[config.mk]
export PLATFORM = sky130hd
export DESIGN_NAME = hmt_ctrl
export DESIGN_NICKNAME = d
export VERILOG_FILES = /design/src/rtl/hmt_pkg.sv /design/src/rtl/hmt_ctrl.sv
export VERILOG_INCLUDE_DIRS = /design/src /design/src/rtl
export SDC_FILE = /design/constraint.sdc
export NUM_CORES = 1
export LEC_CHECK = 0
export ABC_AREA = 1
export BUFFER_PORTS_ARGS = -buffer_cell sky130_fd_sc_hd__buf_2
export CORE_AREA = 2 2 39 41
export DETAILED_ROUTE_END_ITERATION = 6
export DIE_AREA = 0 0 41 43
export GPL_ROUTABILITY_DRIVEN = 0
export SLEW_MARGIN = 20
export SYNTH_ARGS = -nofsm -noshare
export SYNTH_HDL_FRONTEND = slang
export SYNTH_SLANG_ARGS = --single-unit
[constraint.sdc]
create_clock -name clock -period 1 [get_ports clock]
set_input_delay 0 -clock clock [delete_from_list [all_inputs] [get_ports clock]]
set_output_delay 0 -clock clock [all_outputs]
set_load 0.02 [all_outputs]
[src/rtl/assert_macros.svh]
// assertion macros shared by the histogram median threshold rtl
// no dependencies; included by the modules that carry assertions
`ifndef ASSERT_MACROS_SVH
`define ASSERT_MACROS_SVH

// property must hold at every clock edge outside reset
`define ASSERT_ALWAYS(label, clk, rst, prop, msg) \
   label: assert property (@(posedge clk) disable iff (rst) (prop)) \
      else $error(msg);

// consequent must hold in the cycle after the antecedent
`define ASSERT_NEXT(label, clk, rst, ante, cons, msg) \
   label: assert property (@(posedge clk) disable iff (rst) (ante) |=> (cons)) \
      else $error(msg);

`endif

[src/rtl/hmt_pkg.sv]
// shared constants and types for the histogram median threshold block
// no dependencies; used by every module under rtl except hmt_ram
package hmt_pkg;

   localparam int MAX_PIXELS  = 1048576;
   localparam int GRAY_LEVELS = 256;

   localparam int LEVEL_W   = 8;
   localparam int BIN_DEPTH = 256;
   localparam int CNT_W     = $clog2(MAX_PIXELS + 1);
   localparam int PCT_W     = 8;
   localparam int PROD_W    = LEVEL_W + PCT_W;

   localparam logic [LEVEL_W-1:0] LEVEL_TOP = LEVEL_W'(GRAY_LEVELS - 1);
   localparam logic [CNT_W-1:0]   CNT_MAX   = CNT_W'(MAX_PIXELS);
   localparam logic [LEVEL_W-1:0] LEVEL_CAP = LEVEL_W'(255);

   // floor(x/100) = (x * RECIP) >> RECIP_SHIFT, exact for any 16-bit x
   localparam int                 RECIP_W     = 17;
   localparam int                 RECIP_SHIFT = 23;
   localparam logic [RECIP_W-1:0] RECIP       = RECIP_W'(83887);
   localparam int                 QFULL_W     = PROD_W + RECIP_W;

   localparam logic [PCT_W-1:0] UPPER_PCT_RESET = PCT_W'(115);
   localparam logic [PCT_W-1:0] LOWER_PCT_RESET = PCT_W'(66);

   localparam int CSR_IDX_W  = 1;
   localparam int CSR_DATA_W = PCT_W;
   localparam logic [CSR_IDX_W-1:0] CSR_UPPER_PCT = 1'b0;
   localparam logic [CSR_IDX_W-1:0] CSR_LOWER_PCT = 1'b1;

   typedef struct packed {
      logic accept;
      logic walk_init;
      logic walk_en;
      logic clear;
   } cmd_type;

   typedef struct packed {
      logic found;
      logic slot_free;
   } status_type;

endpackage

[src/rtl/hmt_ctrl.sv]
// controller fsm: pixel intake, flush, histogram walk
// depends on hmt_pkg and assert_macros.svh
`include "assert_macros.svh"

module hmt_ctrl (
   input  logic                clock,
   input  logic                reset,
   input  logic                req_valid,
   input  logic                req_last_pixel,
   output logic                req_ready,
   input  hmt_pkg::status_type status_in,
   output hmt_pkg::cmd_type    cmd_out
);

   typedef enum logic [2:0] {
      ST_ACCUM = 3'b001,
      ST_FLUSH = 3'b010,
      ST_WALK  = 3'b100
   } state_type;

   state_type state_ff, state_in;
   logic      accept;

   always_comb begin
      state_in = state_ff;
      cmd_out  = '0;
      // a last pixel waits until the previous result has left
      req_ready = (state_ff == ST_ACCUM) && (!req_last_pixel || status_in.slot_free);
      accept    = req_valid && req_ready;
      cmd_out.accept = accept;
      unique case (state_ff)
         ST_ACCUM: begin
            if (accept && req_last_pixel) begin
               state_in = ST_FLUSH;
            end
         end
         ST_FLUSH: begin
            // last pixel write-back lands this cycle
            cmd_out.walk_init = 1'b1;
            state_in          = ST_WALK;
         end
         ST_WALK: begin
            cmd_out.walk_en = 1'b1;
            if (status_in.found) begin
               cmd_out.clear = 1'b1;
               state_in      = ST_ACCUM;
            end
         end
         default: begin
            state_in = ST_ACCUM;
         end
      endcase
   end

   always_ff @(posedge clock) begin
      if (reset) begin
         state_ff <= ST_ACCUM;
      end else begin
         state_ff <= state_in;
      end
   end

   `ASSERT_NEXT(a_last_goes_flush, clock, reset, accept && req_last_pixel, state_ff == ST_FLUSH, "last pixel did not start flush")
   `ASSERT_ALWAYS(a_no_accept_in_walk, clock, reset, cmd_out.walk_en |-> !cmd_out.accept, "pixel accepted during walk")

endmodule

==> metrics <==
status=finished with violations; failing checks=setup timing; Clock Latency Late Sink=230 ps; initial antenna violation count=0; Max clock buf depth=2; CP Data Arrival Time=1060 ps; Req. time, crit path=1000 ps; Yosys cell types=16; total grt overflow=0; clock sink count=3; RSZ-0062 raised after global routing=true; Hold WC Path Type=input port to register; hold endpoint=state_ff[1]$_SDFFE_PP0P_; Post-Syn Nets=36; fraction of layout cells with a size suffix above 1=60.0%; worst r2r path cells=7; CTS Buf Count=3; Seq/Total Area, Yosys=30.2%; Reg clk slew, reported paths=30 ps; MaxCap Viol Count=0; Tmin final=1060 ps; static leakage=0.171 nW; Cell Chain, Critical Path=inv_4 > nand3_4 > a211oi_2 > buf_4; first-pass GRT wire length=876 µm; die area=1760 µm²; CP Class=register to output port; layer with the highest usage=met4; WL per Instance=9.10 µm; FILL cells=164; worst-case vdd ir drop=0.000313 V; reg2reg end=state_ff[0]$_SDFFE_PP1P_; r2r setup slk=-20 ps; dpl ws=19.5 ps; Final HPWL DP=378 µm; CP Capture Type=output port; mean post-synth cell area=6.63 µm²; Pwr Density=1160 nW/µm²; CP max stage delay=350 ps; vias per cell=3.92; Post-Synthesis Cell Area=199 µm²; Worst Hold Path Cells=3; core area=1380 µm²; commonest cells after routing, fill and taps aside=inv_1 (6), nand2_1 (5), buf_2 (5), buf_4 (5), clkbuf_4 (3); Initial Util=14.4%; GR Util met1=7.72%; max_slew headroom=87.1%; fin crit share=106%; synthesis-stage register bit count=3; Placed Instance Area=274 µm²; DR pass1 iterations=1; final worst slack=-64.8 ps; clk root buf=clkbuf_4; H-tree depth=1; DRT iter0 DRCs=0; final instance area=369 µm²; most common cell after layout, fill and taps aside=inv_1; Worst Clk Skew=1.94 ps; ant diodes=0; Crit Path Max Fanout=4; Final Max Slew Viols=0; DIE HEIGHT=43 µm; Hold Fails Final Rpt=0; Synth warnings=0; Top reg by flops=state_ff; TritonCTS clock tree=yes; Crit-path slowest cell=dfxtp_4; row cnt=14; worst-margin pin slew=191 ps; chip width=41 µm; all-layer global routing usage=8.43%; DRC viols=0; Area Growth Syn to Fin=85.5%; Setup-failing EPs final=5; io pins=11; number of nets in the layout=52; Highest Clock Rate=0.939 GHz; Cells after Synth=30; Reg2Reg Launch Point=state_ff[1]$_SDFFE_PP0P_; met2 Usage GRT=11.3%; met3 usage=3.14%; DRT Wirelength=555 µm; Worst setup SP type=register; Largest regs=state_ff x3; max reg flops=3; port bufs=10; largest net degree at the start of global routing=6; vias in the first global route=234; Antenna Violating Nets Remaining=0; Vias=239; hold path startpoint=req_valid
==> layer usage <==
layer | vias to the layer above | share of wire (%) | wire [µm]
li1 | 125 | - | -
met1 | 103 | 35 | 197
met2 | 9 | 54 | 299
met3 | 2 | 6.8 | 38
met4 | 0 | 3.6 | 20
met5 | - | 0 | 0
==> metrics by stage <==
step           power (mW)  hold WS (ps)  setup TNS, ps  utilization, %  instances
2_1_floorplan       0.182          62.4              0               -         30
3_3_place_gp        0.203           205              0            19.8         55
3_5_place_dp        0.203           202              0            19.8         55
4_1_cts             0.438          31.8           -163            25.9         61
5_1_grt             0.454          58.8           -456            26.7         61
6_report            0.430          34.6           -168            26.7         61
==> synth_stat cells, drive strengths merged <==
| cell type | instances | share of area [%] |
|---|---|---|
| a21oi | 2 | 6.9 |
| nand4 | 1 | 3.1 |
| nand3 | 2 | 7.5 |
| nor3 | 2 | 7.5 |
| nor2 | 2 | 3.8 |
| buf | 1 | 3.8 |
| nand2 | 5 | 9.4 |
| o31ai | 1 | 3.8 |
| a211oi | 1 | 3.8 |
| dfxtp | 3 | 30 |
| inv | 9 | 17 |
| nor4 | 1 | 3.1 |
==> critical path: cells and delay by family, from the launching register on <==
kind                   cells  cell delay [ps]
flip-flops                 1              350
buffers and inverters      2              240
AO/OA/AOI/OAI              1              150
AND/OR/NAND/NOR            1               90
==> worst max-delay path by stage <==
| stage | startpoint | end | slack (ps) | depth (start not counted) |
|---|---|---|---|---|
| CTS | state_ff[1]$_SDFFE_PP0P_ | cmd_out[3] | -80 | 4 |
| global placement | state_ff[0]$_SDFFE_PP1P_ | cmd_out[3] | 50 | 3 |
| detailed placement | state_ff[0]$_SDFFE_PP1P_ | cmd_out[3] | 20 | 3 |
| floorplan | state_ff[1]$_SDFFE_PP0P_ | state_ff[0]$_SDFFE_PP1P_ | 20 | 5 |
| finish | state_ff[2]$_SDFFE_PP0P_ | cmd_out[3] | -60 | 4 |
| global route | state_ff[2]$_SDFFE_PP0P_ | cmd_out[3] | -120 | 4 |
==> cell type report <==
| type | instances | area [µm²] | area share [%] |
|---|---|---|---|
| clock buffer | 4 | 26.3 | 7.12 |
| inverter | 9 | 38.8 | 10.5 |
| multi-input combinational | 17 | 131 | 35.6 |
| sequential | 3 | 68.8 | 18.6 |
| tap | 16 | 20.0 | 5.42 |
| timing repair buffer | 12 | 83.8 | 22.7 |
==> cell families (layout without fill, tap and decap cells) <==
group	after synthesis	in the layout	share of synthesized area (%)
AOI/OAI and AO/OA	4	4	14.5
buffers and inverters	10	25	20.8
DFF	3	3	30.2
and+or+nand+nor	13	13	34.6
==> repair_timing <==
action                                 in CTS  in global routing
endpoints found under the hold margin       2                  0
hold buffers                                1                  0
setup buffers                               1                  0
setup endpoints to repair                   5                  6
resized for setup                          13                  4
pin swaps                                   2                  2
==> where the power goes <==
part | switching (mW) | leakage (nW) | total [mW] | internal (mW)
Combinational | 0.0482 | 0.131 | 0.0887 | 0.0405
Clock | 0.0595 | 0.0150 | 0.209 | 0.149
Sequential | 0.00982 | 0.0257 | 0.132 | 0.122
Power figures use the tool's default switching activity.
